[src/sv/bool_dec_pkg.sv]
// Shared types and constants for the boolean arithmetic decoder.
`timescale 1ns / 1ps

package bool_dec_pkg;

   localparam int QUEUE_DEPTH = 16;
   localparam int QPTR_W      = $clog2(QUEUE_DEPTH);
   localparam int QLVL_W      = $clog2(QUEUE_DEPTH + 1);

   localparam logic [2:0] PRIME_BYTES = 3'd4;
   localparam logic [7:0] RANGE_INIT  = 8'd255;
   localparam logic [3:0] SHIFT_INIT  = 4'd8;

   typedef logic [QPTR_W-1:0] qptr_type;
   typedef logic [QLVL_W-1:0] qlvl_type;

   typedef enum logic [1:0] {
      OP_LOAD    = 2'd0,
      OP_DECODE  = 2'd1,
      OP_RESTART = 2'd2
   } op_type;

   typedef enum logic [1:0] {
      ST_OK        = 2'd0,
      ST_DROPPED   = 2'd1,
      ST_UNDERFLOW = 2'd2,
      ST_UNPRIMED  = 2'd3
   } status_type;

endpackage

[src/sv/boolean_arithmetic_decoder_core.sv]
// Boolean arithmetic decoder: input register, combinational decode and result register.
`timescale 1ns / 1ps

// Takes one item per clock when not stalled (load byte, decode one bool, restart)
// and returns exactly one result item for each via the input and result registers.
// The rate of one item per cycle is set by the single decode path between the input
// register and the result register: an 8x8 multiply for the split, a compare
// against the top byte of the code value, a leading-zero renormalizing shift and the
// merge of at most one queued byte. Bytes loaded after the four priming bytes wait in
// a QUEUE_DEPTH-entry byte queue held in flops; its contents need no clearing.
module boolean_arithmetic_decoder_core
   import bool_dec_pkg::*;
(
   input  logic        clock,
   input  logic        reset,
   input  logic        req_tvalid,
   output logic        req_tready,
   input  logic [15:0] req_tdata,   // [7:0] byte_in, [15:8] probability
   input  logic [1:0]  req_tuser,   // [1:0] op
   output logic        rsp_tvalid,
   input  logic        rsp_tready,
   output logic [7:0]  rsp_tdata    // [0] bit_out, [2:1] status, [7:3] zero
);

   // input register
   logic       in_valid_ff, in_valid_in;
   op_type     in_op_ff;
   logic [7:0] in_byte_ff;
   logic [7:0] in_prob_ff;

   // decoder state
   logic [31:0] code_value_ff, code_value_in;
   logic [7:0]  code_range_ff, code_range_in;
   logic [3:0]  shift_count_ff, shift_count_in;
   logic [2:0]  prime_count_ff, prime_count_in;
   qlvl_type    queue_level_ff, queue_level_in;
   qptr_type    queue_head_ff, queue_head_in;
   qptr_type    queue_tail_ff, queue_tail_in;
   logic [7:0]  byte_queue_ff [QUEUE_DEPTH];
   logic        q_wr_en;

   // result register
   logic       rsp_valid_ff, rsp_valid_in;
   logic       rsp_bit_ff, rsp_bit_in;
   status_type rsp_status_ff, rsp_status_in;

   logic req_accept;
   logic advance;
   logic fire;

   // decode path
   logic [7:0]        range_m1;
   logic [15:0]       product;
   logic [7:0]        split;
   logic              dec_bit;
   logic [7:0]        range_a;
   logic [31:0]       value_a;
   logic [2:0]        norm_shift;
   logic [7:0]        range_s;
   logic [31:0]       value_s;
   logic signed [4:0] count;
   logic [4:0]        count_adj;
   logic              need_byte;
   logic              queue_empty;
   logic              queue_full;
   logic [7:0]        fetched;
   logic [2:0]        merge_shift;
   logic [31:0]       value_d;
   logic [3:0]        shift_count_d;
   qptr_type          head_next;
   qptr_type          tail_next;

   assign advance    = !rsp_valid_ff || rsp_tready;
   assign fire       = in_valid_ff && advance;
   assign req_tready = !in_valid_ff || advance;
   assign req_accept = req_tvalid && req_tready;

   assign rsp_tvalid = rsp_valid_ff;
   assign rsp_tdata  = {5'b0, rsp_status_ff, rsp_bit_ff};

   assign queue_empty = (queue_level_ff == '0);
   assign queue_full  = (queue_level_ff == QLVL_W'(QUEUE_DEPTH));
   assign head_next   = (queue_head_ff == QPTR_W'(QUEUE_DEPTH - 1)) ? '0
                                                                    : queue_head_ff + 1'b1;
   assign tail_next   = (queue_tail_ff == QPTR_W'(QUEUE_DEPTH - 1)) ? '0
                                                                    : queue_tail_ff + 1'b1;

   always_comb begin
      in_valid_in = in_valid_ff;
      if (req_accept) begin
         in_valid_in = 1'b1;
      end else if (fire) begin
         in_valid_in = 1'b0;
      end
   end

   always_ff @(posedge clock) begin
      if (reset) begin
         in_valid_ff <= 1'b0;
      end else begin
         in_valid_ff <= in_valid_in;
      end
   end

   always_ff @(posedge clock) begin
      if (req_accept) begin
         in_op_ff   <= op_type'(req_tuser);
         in_byte_ff <= req_tdata[7:0];
         in_prob_ff <= req_tdata[15:8];
      end
   end

   // split, compare and renormalize
   always_comb begin
      range_m1 = code_range_ff - 8'd1;
      product  = 16'(range_m1) * 16'(in_prob_ff);
      split    = (code_range_ff == 8'd0) ? 8'd1 : 8'd1 + product[15:8];
      // value >= split << 24 reduces to a compare on the top byte
      dec_bit  = (code_value_ff[31:24] >= split);
      if (dec_bit) begin
         range_a = code_range_ff - split;
         value_a = {code_value_ff[31:24] - split, code_value_ff[23:0]};
      end else begin
         range_a = split;
         value_a = code_value_ff;
      end

      if (range_a[7]) begin
         norm_shift = 3'd0;
      end else if (range_a[6]) begin
         norm_shift = 3'd1;
      end else if (range_a[5]) begin
         norm_shift = 3'd2;
      end else if (range_a[4]) begin
         norm_shift = 3'd3;
      end else if (range_a[3]) begin
         norm_shift = 3'd4;
      end else if (range_a[2]) begin
         norm_shift = 3'd5;
      end else if (range_a[1]) begin
         norm_shift = 3'd6;
      end else begin
         norm_shift = 3'd7;   // range of one or zero; shift capped
      end

      range_s = range_a << norm_shift;
      value_s = value_a << norm_shift;

      count     = $signed({1'b0, shift_count_ff}) - $signed({2'b0, norm_shift});
      need_byte = (norm_shift != 3'd0) && (count[4] || (count == 5'sd0));
      count_adj = 5'(count + 5'sd8);   // 1..8 whenever a byte is needed

      fetched     = queue_empty ? 8'd0 : byte_queue_ff[queue_head_ff];
      merge_shift = 3'(4'd8 - count_adj[3:0]);
      value_d     = value_s;
      if (need_byte) begin
         value_d = value_s | (32'(fetched) << merge_shift);
      end

      shift_count_d = shift_count_ff;
      if (norm_shift != 3'd0) begin
         shift_count_d = need_byte ? count_adj[3:0] : count[3:0];
      end
   end

   // state and result update for the item leaving the input register
   always_comb begin
      code_value_in  = code_value_ff;
      code_range_in  = code_range_ff;
      shift_count_in = shift_count_ff;
      prime_count_in = prime_count_ff;
      queue_level_in = queue_level_ff;
      queue_head_in  = queue_head_ff;
      queue_tail_in  = queue_tail_ff;
      q_wr_en        = 1'b0;
      rsp_bit_in     = 1'b0;
      rsp_status_in  = ST_OK;

      if (fire) begin
         case (in_op_ff)
            OP_LOAD: begin
               if (prime_count_ff < PRIME_BYTES) begin
                  code_value_in  = {code_value_ff[23:0], in_byte_ff};
                  prime_count_in = prime_count_ff + 3'd1;
               end else if (queue_full) begin
                  rsp_status_in = ST_DROPPED;
               end else begin
                  q_wr_en        = 1'b1;
                  queue_tail_in  = tail_next;
                  queue_level_in = queue_level_ff + 1'b1;
               end
            end
            OP_DECODE: begin
               if (prime_count_ff < PRIME_BYTES) begin
                  rsp_status_in = ST_UNPRIMED;
               end else begin
                  rsp_bit_in     = dec_bit;
                  code_value_in  = value_d;
                  code_range_in  = range_s;
                  shift_count_in = shift_count_d;
                  if (need_byte) begin
                     if (queue_empty) begin
                        rsp_status_in = ST_UNDERFLOW;
                     end else begin
                        queue_head_in  = head_next;
                        queue_level_in = queue_level_ff - 1'b1;
                     end
                  end
               end
            end
            OP_RESTART: begin
               code_value_in  = '0;
               code_range_in  = RANGE_INIT;
               shift_count_in = SHIFT_INIT;
               prime_count_in = '0;
               queue_level_in = '0;
               queue_head_in  = '0;
               queue_tail_in  = '0;
            end
            default: begin
            end
         endcase
      end
   end

   always_ff @(posedge clock) begin
      if (reset) begin
         code_value_ff  <= '0;
         code_range_ff  <= RANGE_INIT;
         shift_count_ff <= SHIFT_INIT;
         prime_count_ff <= '0;
         queue_level_ff <= '0;
         queue_head_ff  <= '0;
         queue_tail_ff  <= '0;
      end else begin
         code_value_ff  <= code_value_in;
         code_range_ff  <= code_range_in;
         shift_count_ff <= shift_count_in;
         prime_count_ff <= prime_count_in;
         queue_level_ff <= queue_level_in;
         queue_head_ff  <= queue_head_in;
         queue_tail_ff  <= queue_tail_in;
      end
   end

   always_ff @(posedge clock) begin
      if (q_wr_en) begin
         byte_queue_ff[queue_tail_ff] <= in_byte_ff;
      end
   end

   // result register
   always_comb begin
      rsp_valid_in = rsp_valid_ff;
      if (fire) begin
         rsp_valid_in = 1'b1;
      end else if (rsp_tready) begin
         rsp_valid_in = 1'b0;
      end
   end

   always_ff @(posedge clock) begin
      if (reset) begin
         rsp_valid_ff <= 1'b0;
      end else begin
         rsp_valid_ff <= rsp_valid_in;
      end
   end

   always_ff @(posedge clock) begin
      if (fire) begin
         rsp_bit_ff    <= rsp_bit_in;
         rsp_status_ff <= rsp_status_in;
      end
   end

endmodule

[config.mk]
export PLATFORM = sky130hd
export DESIGN_NAME = boolean_arithmetic_decoder_core
export DESIGN_NICKNAME = d
export VERILOG_FILES = /design/src/sv/bool_dec_pkg.sv /design/src/sv/boolean_arithmetic_decoder_core.sv
export SDC_FILE = /design/constraint.sdc
export NUM_CORES = 1
export LEC_CHECK = 0
export BUFFER_PORTS_ARGS = -buffer_cell sky130_fd_sc_hd__buf_4
export CORE_ASPECT_RATIO = 1.4
export CORE_MARGIN = 8
export CORE_UTILIZATION = 64
export DETAILED_ROUTE_END_ITERATION = 8
export GPL_TIMING_DRIVEN = 0
export HOLD_SLACK_MARGIN = 0.12
export MAX_ROUTING_LAYER = met4
export PLACE_DENSITY = 0.9
export SYNTH_ARGS = -nofsm -noshare
export SYNTH_HDL_FRONTEND = slang
export SYNTH_SLANG_ARGS = --single-unit
[constraint.sdc]
create_clock -name clock -period 15.1 [get_ports clock]
set_clock_uncertainty 0.05 [all_clocks]
set_input_delay 1.51 -clock clock [delete_from_list [all_inputs] [get_ports clock]]
set_output_delay 1.51 -clock clock [all_outputs]
set_load 0.005 [all_outputs]
# Word-level counts from Yosys, hierarchy flattened
# Memories as Yosys holds them, arrays and structs flattened. A register that Yosys moved wholly into a read port is not among the register bits.
# Cells that the tools add are included.
[op_classes]
muxes = 56
reduce_logical = 26
n_eq_ne = 12
bitwise_logic = 2
addsub = 12
multipliers = 1
n_shift = 3
order_cmp = 2
[ops]
columns = ["cell", "count"]
rows = [
  ["32-bit two-way mux", 4],
  ["32-bit case mux with 3 select lines", 1],
  ["4-bit two-way mux", 12],
  ["8-bit two-way mux", 4],
  ["32-bit OR", 1],
  ["32-bit by 3-bit left shift with 32-bit output", 1],
  ["8-bit by 3-bit left shift with 32-bit output", 1],
  ["5-bit two-way mux", 5],
  ["4-bit case mux with 2 select lines", 3],
  ["8-bit by 8-bit multiplier with 16-bit output", 1],
  ["8-bit case mux with 2 select lines", 1],
  ["8-bit subtractor", 2],
  ["3-bit two-way mux", 5],
  ["5-bit case mux with 3 select lines", 1],
  ["2-bit inequality test, second input constant", 7],
  ["1-bit two-way mux", 13],
  ["4-bit AND reduction", 3],
  ["5-bit zero test", 2],
  ["2-bit two-way mux", 5],
  ["1-bit by 8-bit adder with 8-bit output, first input constant", 1],
  ["4-bit by 1-bit adder with 4-bit output, second input constant", 2],
  ["4-bit == test, second input constant", 2],
  ["8-bit greater-or-equal comparator", 1],
  ["8-bit zero test", 1],
  ["other kinds (25)", 35],
]
[word_totals]
inputBits = 22
ramBits = 128
ff_bits = 83
memories = 1
elab_cells = 129
[mem_list]
columns = ["memory", "depth", "word_bits", "rd", "rd_ports_with_merged_regs", "wr", "line", "rtl"]
rows = [
  ["byte_queue_ff", 16, 8, 1, 1, 1, "boolean_arithmetic_decoder_core.sv:39", "logic [7:0] byte_queue_ff [QUEUE_DEPTH];"],
]

# Longest topological paths before layout
# Gate-level depths: netlist (run 1).
[depth]
depth_word = 22
depth_mapped = 46
mapped_depth_nobuf = 42

# Least setup slack after synthesis (run 1)
# OpenSTA, ideal clock, no wires.
[synth_timing]
path_kind = "register -> register"
start = "register code_range_ff[0]"
end = "register code_value_ff[10]"
stages_incl_launch_ff = 43
path_slack_ns = 4.418
arrival_ns = 10.499
path_buffers = 5
required_time_ns = 14.917
synth_period_minus_slack_ns = 10.682
path_cell_list = "dfxtp_1 -> inv_1 -> ha_1 -> nor3b_1 -> nand2_1 -> xor2_1 -> nor2b_1 -> fa_1 -> fa_1 -> fa_1 -> inv_1 -> fa_1 -> inv_1 -> ha_1 -> nand2_2 -> a21o_1 -> a221o_1 -> or2_0 -> (+7 left out) -> a31oi_1 -> clkbuf_1 -> nand2_1 -> o211ai_1 -> o211ai_1 -> a211oi_1 -> o21ai_4 -> inv_4 -> buf_4 -> buf_2 -> ha_1 -> fa_1 -> ha_1 -> clkbuf_1 -> mux2i_1 -> mux2i_1 -> a211oi_1 -> a311oi_1"
[synth_via]
elab_chain_len = 21
word_cells_on_any_way = 30
classes_between = "add/sub: 7; mul: 1; order compare: 1; shift: 2; mux: 13; bitwise: 1; reduce/logical: 5"
[synth_rtl]
columns = ["element", "line", "rtl"]
rows = [
  ["from (decl)", "boolean_arithmetic_decoder_core.sv:33", "logic [7:0] code_range_ff, code_range_in;"],
  ["from (signal assigned)", "boolean_arithmetic_decoder_core.sv:237", "code_range_ff <= code_range_in;"],
  ["8-bit by 1-bit subtractor with 8-bit output", "boolean_arithmetic_decoder_core.sv:115", "range_m1 = code_range_ff - 8'd1;"],
  ["8-bit by 8-bit multiplier with 16-bit output", "boolean_arithmetic_decoder_core.sv:116", "product = 16'(range_m1) * 16'(in_prob_ff);"],
  ["1-bit by 8-bit adder with 8-bit output", "boolean_arithmetic_decoder_core.sv:117", "split = (code_range_ff == 8'd0) ? 8'd1 : 8'd1 + product[15:8];"],
  ["8-bit two-way mux", "boolean_arithmetic_decoder_core.sv:117", ""],
  ["8-bit subtractor / 8-bit greater-or-equal comparator (equally long branches)", "boolean_arithmetic_decoder_core.sv:121, boolean_arithmetic_decoder_core.sv:119", ""],
  ["8-bit two-way mux", "boolean_arithmetic_decoder_core.sv:120", "if (dec_bit) begin"],
  ["1-bit two-way mux", "boolean_arithmetic_decoder_core.sv:140", "end else if (range_a[1]) begin"],
  ["2-bit two-way mux", "boolean_arithmetic_decoder_core.sv:138", "end else if (range_a[2]) begin"],
  ["(+5 left out)", "n/a", ""],
  ["4-bit by 3-bit subtractor with 5-bit output", "boolean_arithmetic_decoder_core.sv:149", "count = $signed({1'b0, shift_count_ff}) - $signed({2'b0, norm_shift});"],
  ["4-bit adder", "boolean_arithmetic_decoder_core.sv:151", "count_adj = 5'(count + 5'sd8);"],
  ["1-bit by 3-bit subtractor with 3-bit output", "boolean_arithmetic_decoder_core.sv:154", "merge_shift = 3'(4'd8 - count_adj[3:0]);"],
  ["8-bit by 3-bit left shift with 32-bit output", "boolean_arithmetic_decoder_core.sv:157", "value_d = value_s | (32'(fetched) << merge_shift);"],
  ["32-bit OR", "boolean_arithmetic_decoder_core.sv:157", ""],
  ["32-bit two-way mux (*)", "boolean_arithmetic_decoder_core.sv:156", "if (need_byte) begin"],
  ["32-bit two-way mux (*)", "boolean_arithmetic_decoder_core.sv:194", "if (prime_count_ff < PRIME_BYTES) begin"],
  ["32-bit case mux with 3 select lines (*)", "boolean_arithmetic_decoder_core.sv:180", "case (in_op_ff)"],
  ["to (signal assigned)", "boolean_arithmetic_decoder_core.sv:236", "code_value_ff <= code_value_in;"],
  ["to (decl)", "boolean_arithmetic_decoder_core.sv:32", "logic [31:0] code_value_ff, code_value_in;"],
]
# Every way passes the cells marked *; elsewhere a longest branch is shown, timed or not. The select of a mux whose other input is x is not followed.
# A chain may end at the register's enable or synchronous reset.

# Worst setup path after layout (run 1)
[layout_timing]
start = "register code_range_ff[0]"
end = "register code_value_ff[7]"
# Same word-level chain as after synthesis.

==> results list, run 1 <==
* Capturing element type of the critical path: register
- Startpoint-to-endpoint class of the critical path: reg2reg
- Setup slack on the worst reg-to-reg path comes out at 1.69 ns.
- Worst path max stage delay: 0.67 ns
- The floorplan has 64 rows.
- Crit path launch type: register
- Maximum number of pins on one net before global-route repair: 19
- Post-synth top area share: 0.319
- Initial DRT Pass Iterations: 6
- In this run the deepest clock path goes through 3 buffers.
* Synthesized area divided by synthesized cell count: 10.7 µm²
* Arithmetic-cell share of the synthesized area counting full adders, half adders and majority gates: 0.114
- Post-synthesis share of cell area spent on and, or, nand and nor gates: 0.147
- Least-Margin Pin Slew: 1.12 ns
- The startpoint identified for the worst register-to-register timing path is code_range_ff[0].
- Endpoint of the worst-slack reg-to-reg timing path: code_value_ff[7]
- Sink of the worst hold path: shift_count_ff[1]
- Buffers added to address setup during post-CTS repair amount to 0.
- Count of flip-flops with a built-in enable after synthesis: 149
- The routed layout has 11.0k vias.
* Data arrival time of the critical path: 13.70 ns
- Number of nets with antenna violations after routing: 0
- Largest family of logic cells by synthesized area: simple AND/OR/NAND/NOR gates
- Total grt overflow: 0
- Vert. Die Dim: 191 µm
- Of the post-synthesis cell area, the part taken by muxes is 0.121.
- Deepest level of the CTS H-tree: 1
* Fraction of layout instances using a drive strength above 1: 0.110
- Die outline width: 141 µm
* Netlist area before placement: 14000 µm²
- R2R depth: 40
- Clock tree synthesis inserted a total of 19 buffers.
- Share of synthesized flip-flops with an asynchronous set or reset: 0
* Initial antenna violation count: 0
* Min-Delay Path Class: reg2reg
* Die area: 27000 µm²
* Net count, final: 1484
- Hold path cells: 2
- Required @ worst endpoint: 15.39 ns
* Part of the Yosys area used for sequential elements: 0.413
- For this run, the total global-route usage over all layers was measured as 0.286.
- The flow ran to the end, and the final reports show no timing, DRC or antenna violations.
- Of the total synthesized cell area, the portion taken by XOR and XNOR cells is 0.0205.
* Number of distinct library cells after synthesis: 88
* Core Region: 21700 µm²
- CTS tree: built
* Crit Path Max Fanout: 10
* Main area contributors after synthesis: sky130_fd_sc_hd__edfxtp_1 (32%), sky130_fd_sc_hd__dfxtp_1 (9.4%), sky130_fd_sc_hd__mux4_2 (6.4%)
- Synthesis inferred 215 register bits.
- In this run the tightest slew margin relative to its limit is 0.257.
* Fin Setup TNS: 0 ns
* Clock slew at the register clock pins of the worst setup and hold paths: 0.07 ns
- Setup repair after global routing left no endpoint under its margin.
* Cell with the largest stage delay on the worst path: sky130_fd_sc_hd__a211oi_1
- Final number of max-transition violations: 0
* Post-layout minimum cycle time: 13.41 ns
* First-pass GRT wire length: 59000 µm
- sky130_fd_sc_hd__edfxtp_1 is the most common cell in the netlist.
- The repair_antennas step left the layout with diodes totalling 0.
- At the later pin of the worst-skew pair, clock insertion delay measures 0.50 ns.
- Library cell used as clock root buffer: sky130_fd_sc_hd__clkbuf_16
* Setup violators final: 0
- Final period util: 0.888
* Area grow syn2layout: 8.34%
* Synth area leader: sky130_fd_sc_hd__edfxtp_1
- Mean number of vias per cell: 6.60
* Final estimated routing congestion in global placement: 0.987
- Most numerous cell types in the synthesized netlist: sky130_fd_sc_hd__edfxtp_1 (149), sky130_fd_sc_hd__nand2_1 (96), sky130_fd_sc_hd__nor2_1 (88)
* Synth warn: 0
- Synth Flop Type: sky130_fd_sc_hd__edfxtp_1
- After detailed routing, the total wire length is 37200 µm.
* Compound-cell area share of the yosys netlist: 0.143
- The via count of the first global-routing pass was 11.1k.
* Remaining DRCs: 0
- Hold violation count in the final report: 0
- The detailed router finished its first iteration with 1006 violations.
* Count of max-cap constraint violations: 0
* Clock Sink Count: 215
- After detailed routing, the average wire length per cell comes to 22.3 µm.
- Summed over all nets, the half-perimeter wirelength after detailed placement is 27100 µm.
- For this configuration, the core starts out at a cell density of 0.647.
* Origin of the worst min-delay path: shift_count_ff[1]
* IO Pins: 32
- Cts repair resizes: 0
- Port buffering added 25 buffers.
- Synthesis produced a netlist whose cell count is 1307.
- Achievable Freq: 74.6 MHz
- In this run, post-CTS hold repair placed 0 buffers.
==> layer usage <==
layer | vias to the layer above | global-route usage | wire (µm)
met5 | - | - | 0
met4 | 0 | 0.163 | 2130
met3 | 153 | 0.0305 | 1950
met2 | 478 | 0.518 | 19800
met1 | 5424 | 0.297 | 13300
li1 | 4954 | - | -
==> metrics by stage <==
step                      worst slack (ns)  instance area (µm²)   util  instances  hold WS, ns
final                                 1.69                15200  0.701       1667        0.443
after global routing                  1.03                15200  0.701       1667        0.478
after CTS                             1.84                15200  0.700       1667        0.446
after detailed placement              1.93                14600  0.673       1633        0.439
after global placement                2.11                14600  0.673       1633        0.425
after floorplan                       4.42                14100      -       1311        0.399
==> cells in the final DEF, fill, tap and decap left out, drive strengths merged, types with 9 or more instances in the layout <==
master  count
xnor2      15
clkbuf     65
o21ai      60
nor3       26
mux2i      71
xor2       17
nor2b      39
a21oi      79
a211oi     14
ha         66
o22ai       9
a22oi      18
dfxtp      66
nor2       89
inv        70
and3       34
and2       20
or3        13
a21o       11
edfxtp    149
buf        56
nand3      33
mux4       40
fa         39
a31oi      15
o21a       11
nand2      97
nand2b     20
o211ai     20
==> worst max-delay path, delay by kind of cell, from the launching register on <==
family	cells	cell delay [ns]
XOR/XNOR	3	1.24
AND/OR/NAND/NOR	6	1.53
adder cells (fa/ha/maj)	10	4.19
AO/OA/AOI/OAI	11	3.26
flip-flops	1	0.43
multiplexers	2	0.51
buffers and inverters	8	2.01
==> cell families (layout without fill, tap and decap cells) <==
group,after synthesis,count (layout)
adder cells (fa/ha/maj),105,105
XOR/XNOR,32,32
AO/OA/AOI/OAI,297,297
AND/OR/NAND/NOR,401,401
other,1,5
buffers and inverters,139,198
multiplexers,117,117
flip-flops,215,215
==> area by class of cell <==
cell class / instances / area, µm²
Buffer: 70 / 325
Clock buffer: 26 / 502
Clock inverter: 8 / 75.1
Fill cell: 1508 / 6490
Inverter: 69 / 264
Multi-Input combinational cell: 957 / 7690
Sequential cell: 215 / 5800
Tap cell: 297 / 372
Timing Repair Buffer: 25 / 188
==> state kept, by name, summed over array words and instances (netlist names), 4 cells and up, named ones only <==
signal	count
code_range_ff	8
byte_queue_ff	128
code_value_ff	32
in_prob_ff	8
queue_tail_ff	4
in_byte_ff	8
queue_head_ff	4
queue_level_ff	5
shift_count_ff	4
==> how the worst max path moves through the flow <==
stage / start / to / cells after the start
floorplan: code_range_ff[0] / code_value_ff[10] / 42
global route: code_range_ff[0] / code_value_ff[7] / 40
global placement: code_range_ff[0] / code_value_ff[7] / 41
finish: code_range_ff[0] / code_value_ff[7] / 40
CTS: code_range_ff[0] / code_value_ff[7] / 40
detailed placement: code_range_ff[0] / code_value_ff[7] / 40
Power of run 1 is not shown: default switching activity piles up to over one toggle a cycle in this logic, so the estimate is an artifact.
==> run 2, diff against run 1 <==
--- a/config.mk
+++ b/config.mk
@@ -8,12 +8,12 @@
 export BUFFER_PORTS_ARGS = -buffer_cell sky130_fd_sc_hd__buf_4
 export CORE_ASPECT_RATIO = 1.4
 export CORE_MARGIN = 8
-export CORE_UTILIZATION = 64
+export CORE_UTILIZATION = 45
 export DETAILED_ROUTE_END_ITERATION = 8
 export GPL_TIMING_DRIVEN = 0
 export HOLD_SLACK_MARGIN = 0.12
 export MAX_ROUTING_LAYER = met4
-export PLACE_DENSITY = 0.9
+export PLACE_DENSITY = 0.7
 export SYNTH_ARGS = -nofsm -noshare
 export SYNTH_HDL_FRONTEND = slang
 export SYNTH_SLANG_ARGS = --single-unit
==> constraint.sdc (replaced) <==
create_clock -name clock -period 15.1 [get_ports clock]
set_clock_uncertainty 0.05 [all_clocks]
set_input_delay 3.02 -clock clock [delete_from_list [all_inputs] [get_ports clock]]
set_output_delay 3.02 -clock clock [all_outputs]
set_load 0.005 [all_outputs]
==> run 2 against run 1 <==
Effect of this change:
- register-to-register slack lost 0.06 ns
- critical endpoint unchanged
- first-iteration DRC count decreased by 27%
- critical path depth rose by 1
- flip-flop and latch count is the same
- worst setup slack worse by 0.057 ns
- highest routed layer unchanged
==> results list, run 2 (synthesis results as in run 1) <==
- On the worst path, the slowest cell contributes a delay of 0.72 ns.
- IO Pins: 32
- Starting utilization of the core area: 0.457
- Commonest non-fill, non-tap cell in the layout: sky130_fd_sc_hd__edfxtp_1
- Once placement completed, the tool counted placed cells totaling 1726.
* Critical path's top delay family: adder cells
* Fin Setup TNS: 0 ns
- Total grt overflow: 0
- Maximum number of pins on one net before global-route repair: 19
* Data arrival time of the critical path: 13.78 ns
- Count of placed standard cells in the final layout, fillers left out: 1763
- Clock tree synthesis selected as its root buffer the cell sky130_fd_sc_hd__clkbuf_16.
- The detail route stage leaves a number of antenna-violating nets equal to 0.
- The number of antenna diodes in the final layout is 0.
* Total setup buffers inserted after CTS: 0
- Along the worst path, the maximum fanout reaches 10.
- Fin util: 0.500
* Wire length reported by the detailed router: 36200 µm
* Most used cells in the layout excluding fill and tap cells: sky130_fd_sc_hd__edfxtp_1 (149), sky130_fd_sc_hd__nand2_1 (96), sky130_fd_sc_hd__nor2_1 (88)
- Beginning of the worst register-to-register path: code_range_ff[0]
* Capturing element type of the critical path: register
- At the end of the flow, the number of nets in the layout was 1486.
- In the global route stage, overall resource usage came out at 0.202.
- Clock slew at the register clock pins of the worst setup and hold paths: 0.07 ns
* Largest buffer count on any clock path: 3
* Startpoint-to-endpoint class of the critical path: reg2reg
* Mean number of vias per cell: 5.99
- Critical Path Start: code_range_ff[0]
* Remaining DRCs: 0
* Worst reg-to-reg setup slack: 1.64 ns
* Clock Sink Count: 215
* Setup violators final: 0
- The tool flagged a number of max-cap violations equal to 0.
- Buffers inserted to repair hold after CTS numbered 0.
- RSZ-0062 raised after global routing: no
- The congestion estimate from routability-driven global placement came to 0.930.
- Clock latency of the later-clocked register in the worst-skew pair: 0.50 ns
- Reg with most FFs: byte_queue_ff
- Together, buffers and inverters on the worst path number 8.
- Final number of max-transition violations: 0
* Min-Delay Path Class: reg2reg
- The via count of the first global-routing pass came to 10.7k.
- Initial DRT Pass Iterations: 5
- Of the cells placed in the final design, the portion with a size suffix greater than 1 is 0.112.
- The core region is 30700 µm².
- The die covers 37200 µm².
* Endpoint of the worst-slack reg-to-reg timing path: code_value_ff[7]
* Crit path launch type: register
* Cell with the largest stage delay on the worst path: sky130_fd_sc_hd__a211oi_1
* Area grow syn2layout: 9.32%
- R2R depth: 41
* Achievable Freq: 74.3 MHz
- Die outline width: 165 µm
- Number of cells on the critical path: 41
- The number of antenna violations at the first check in global routing came to 0.
* Total half-perimeter wirelength after legalization and detailed placement: 27300 µm
* Deepest level of the CTS H-tree: 1
* Iteration-0 DRC count of the detailed router: 736
- Regs by FF count: byte_queue_ff x128, code_value_ff x32
- Following the worst setup path forward leads to its endpoint at code_value_ff[7].
- Detailed routing inserted a total of 10.6k vias.
- Headroom to the max-slew limit came out at 0.0932.
- Least-Margin Pin Slew: 1.35 ns
- Outcome: finished, final reports clean
- Buffers added on ports: 25
- First-pass GRT wire length: 57800 µm
- The final hold violation count is 0.
- Wire length per cell after detailed routing: 20.6 µm
* Vert. Die Dim: 225 µm
- Worst hold margin: 0.451 ns
- At the worst endpoint, the required time is 15.42 ns.
- Total clock buffers created by CTS: 20
* Post-layout minimum cycle time: 13.46 ns
- CTS tree: built
* Final period util: 0.892
- The floorplan has 76 rows.
- Flip-flop count of the largest register, all copies and words added: 128
* Cts repair resizes: 0
==> run 2: metal layers <==
metal / vias up / part of all wire / track usage
li1: 4967 / - / -
met4: 0 / 0.044 / 0.101
met3: 99 / 0.035 / 0.0174
met5: - / 0 / -
met2: 300 / 0.54 / 0.365
met1: 5187 / 0.38 / 0.216
==> run 2: cell type report <==
class                           instances  area, µm²
Inverter                               69        264
Buffer                                 70        325
Sequential cell                       215       5800
Multi-Input combinational cell        957       7680
Timing Repair Buffer                   26        195
Tap cell                              390        488
Clock inverter                         11       58.8
Clock buffer                           25        541
Fill cell                            2766      15400
==> run 2: worst reg2reg max path, delay by kind of cell (launching register included) <==
kind	cells	cell delay [ns]
AO/OA/AOI/OAI	11	3.34
XOR/XNOR	3	1.24
adder cells (fa/ha/maj)	10	4.20
buffers and inverters	8	1.99
flip-flops	1	0.42
multiplexers	2	0.53
AND/OR/NAND/NOR	7	1.56
==> run 2: how the worst min path moves through the flow <==
stage | depth (start not counted) | endpoint | slack, ns | startpoint
3_5_place_dp | 2 | shift_count_ff[1] | 0.44 | shift_count_ff[1]
2_1_floorplan | 2 | shift_count_ff[1] | 0.40 | shift_count_ff[1]
6_report | 2 | shift_count_ff[1] | 0.45 | shift_count_ff[1]
5_1_grt | 2 | shift_count_ff[1] | 0.48 | shift_count_ff[1]
3_3_place_gp | 2 | shift_count_ff[1] | 0.42 | shift_count_ff[1]
4_1_cts | 2 | shift_count_ff[1] | 0.45 | shift_count_ff[1]
==> run 2: per-stage QoR <==
step	setup WS (ns)	instance area, µm²
2_1_floorplan	4.42	14100
3_3_place_gp	2.03	14700
3_5_place_dp	1.83	14700
4_1_cts	1.80	15300
5_1_grt	0.949	15300
6_report	1.64	15300
Power of run 2 is left out for the same reason.
==> run 3, diff against run 2 <==
--- a/config.mk
+++ b/config.mk
@@ -14,6 +14,7 @@
 export HOLD_SLACK_MARGIN = 0.12
 export MAX_ROUTING_LAYER = met4
 export PLACE_DENSITY = 0.7
+export RECOVER_POWER = 100
 export SYNTH_ARGS = -nofsm -noshare
 export SYNTH_HDL_FRONTEND = slang
 export SYNTH_SLANG_ARGS = --single-unit
==> run 3 against run 2 <==
Effect of this change:
- non-clock buffer count stayed put
- die area stayed put
- via count is 0.29% lower
- sequential share of layout area is 0.10 points higher
- first-iteration DRC count is 0.95% higher
- global-route usage stayed put
- largest cell class unchanged
- maximum frequency is 1.8% lower
- the run now ends with max-capacitance violations, max-slew violations left
- flip-flop and latch count stayed put
- routed wire length hardly changed
- cell count stayed put
- highest routed layer unchanged
==> results list, run 3 (synthesis results as in run 1) <==
* Library cell used as clock root buffer: sky130_fd_sc_hd__clkbuf_16
- 32 I/O pins were placed.
- Total grt overflow: 0
- After the last flow step, the layout net total stands at 1486.
- Setup violations remaining at the end of the flow were counted as 0.
- Dividing the detail-routed via count by the number of cells gives 5.97.
- Detailed-route via count: 10.5k
- Core Region: 30700 µm²
- Entering global routing, the biggest net connects 19 pins.
- After detailed routing, the total wire length is 36200 µm.
- Port buffering added 25 buffers.
* Number of placement rows: 76
- GR peak layer: met2
- Number of global-route vias before repair: 10.7k
- Among cell families on the critical path, the largest total delay comes from adder cells.
- For the pin with the worst max-slew slack, the measured transition is 1.54 ns.
- The worst setup path is launched from a register.
- The pre-antenna-repair detailed-routing pass consisted of 8 iterations.
* Fraction of layout instances using a drive strength above 1: 0.104
* Overall routing resource usage: 0.202
- The finished layout holds 1763 standard cells, fillers aside.
- Clock slew at the register clock pins of the worst setup and hold paths: 0.07 ns
* Crit Path Max Fanout: 10
* Final number of max-transition violations: 19
- Count of max-cap constraint violations: 1
* Commonest non-fill, non-tap cell in the layout: sky130_fd_sc_hd__edfxtp_1
- The first routing iteration left 743 violations.
* Dpl ws: 1.83 ns
- Deepest level of the CTS H-tree: 1
- After routing, the total negative slack on setup checks comes to 0 ns.
- The critical path in this run is classified as reg2reg.
* Data arrival time of the critical path: 14.03 ns
* Initial antenna violation count: 0
- On the worst path, the slowest cell contributes a delay of 0.70 ns.
- Clock Sink Count: 215
* Regs by FF count: byte_queue_ff x128, code_value_ff x32
- The register with the most flip-flops in the layout has 128 of them.
- Number of nets with antenna violations after routing: 0
- Die area: 37200 µm²
- Critical path buffers and inverters: 8
- Critical Path Start: code_range_ff[0]
- Die outline width: 165 µm
- Total setup buffers inserted after CTS: 0
- Post-layout minimum cycle time: 13.71 ns
* Capturing element type of the critical path: register
- Clock tree synthesis inserted a total of 20 buffers.
* First-pass GRT wire length: 57800 µm
- Met2 Track Usage GR: 0.365
- The die is 225 µm tall.
* Failing checks: max-capacitance violations, max-slew violations
- Total placed cells including tap cells: 1726
* Outcome: complete, but fails checks
- Final WS setup: 1.39 ns
* Required @ worst endpoint: 15.42 ns
- Dividing the detail-routed wire length by the instance count gives 20.5 µm.
- Starting utilization of the core area: 0.457
- Leaving out fill and tap cells, the most frequent cells in the layout are sky130_fd_sc_hd__edfxtp_1 (149), sky130_fd_sc_hd__nand2_1 (96), sky130_fd_sc_hd__nor2_1 (88).
* Remaining DRCs: 0
* Hold buffer count at cts: 0
- RSZ-0062 raised after global routing: no
- Achievable Freq: 72.9 MHz
- Total half-perimeter wirelength after legalization and detailed placement: 27300 µm
- For this run, global-route usage on met3 was measured as 0.0174.
* Final period util: 0.908
- Largest buffer count on any clock path: 3
- The final hold violation count is 0.
* Final estimated routing congestion in global placement: 0.930
* Cell with the largest stage delay on the worst path: sky130_fd_sc_hd__a211oi_1
- Origin of the worst min-delay path: shift_count_ff[1]
- Cts repair resizes: 0
* CTS tree: built
* Worst slew margin relative to its limit: -0.0283
- Met1 capacity usage during global routing: 0.216
* Clock latency of the later-clocked register in the worst-skew pair: 0.50 ns
- Compared with the post-synthesis result, the final layout area differs by 9.02%.
- More flip-flops sit in one register than any other, and that register is byte_queue_ff.
* Count of antenna diodes in the layout: 0
- Min-Delay Path Class: reg2reg
- Beginning of the worst register-to-register path: code_range_ff[0]
[run 3: through the flow]
| step | instance area (µm²) | hold WS (ns) | utilization |
|---|---|---|---|
| 2_1_floorplan | 14100 | 0.399 | - |
| 3_5_place_dp | 14700 | 0.436 | 0.479 |
| 4_1_cts | 15300 | 0.447 | 0.499 |
| 6_report | 15300 | 0.459 | 0.498 |
| 3_3_place_gp | 14700 | 0.421 | 0.479 |
| 5_1_grt | 15300 | 0.476 | 0.498 |
[run 3: layout make-up]
| class | instances | area (µm²) |
|---|---|---|
| fillers | 2781 | 15400 |
| multi-input cells | 957 | 7650 |
| flip-flops and latches | 215 | 5800 |
| clock buffers | 25 | 541 |
| plain buffers | 70 | 323 |
| repair buffers | 26 | 184 |
| clock inverters | 11 | 58.8 |
| inverters | 69 | 264 |
| well taps | 390 | 488 |
[run 3: path summary, 6_finish.rpt]
check                                          to  cells after the start  slack (ns)
worst min register to register  shift_count_ff[1]                      2        0.46
worst max-delay path             code_value_ff[7]                     41        1.39
worst max register to register   code_value_ff[7]                     41        1.39
worst min-delay path            shift_count_ff[1]                      2        0.46
[run 3: tightest hold or removal path, delay by kind of cell (launching register included)]
family / cells / cell delay [ns]
compound gates: 1 / 0.06
flops: 1 / 0.34
simple gates: 1 / 0.07
[run 3: per-layer routing]
metal	up-vias	wire length, µm
met5	-	0
met4	0	1580
met3	104	1300
met2	315	19600
met1	5143	13700
li1	4960	-
Power of run 3 is left out for the same reason.
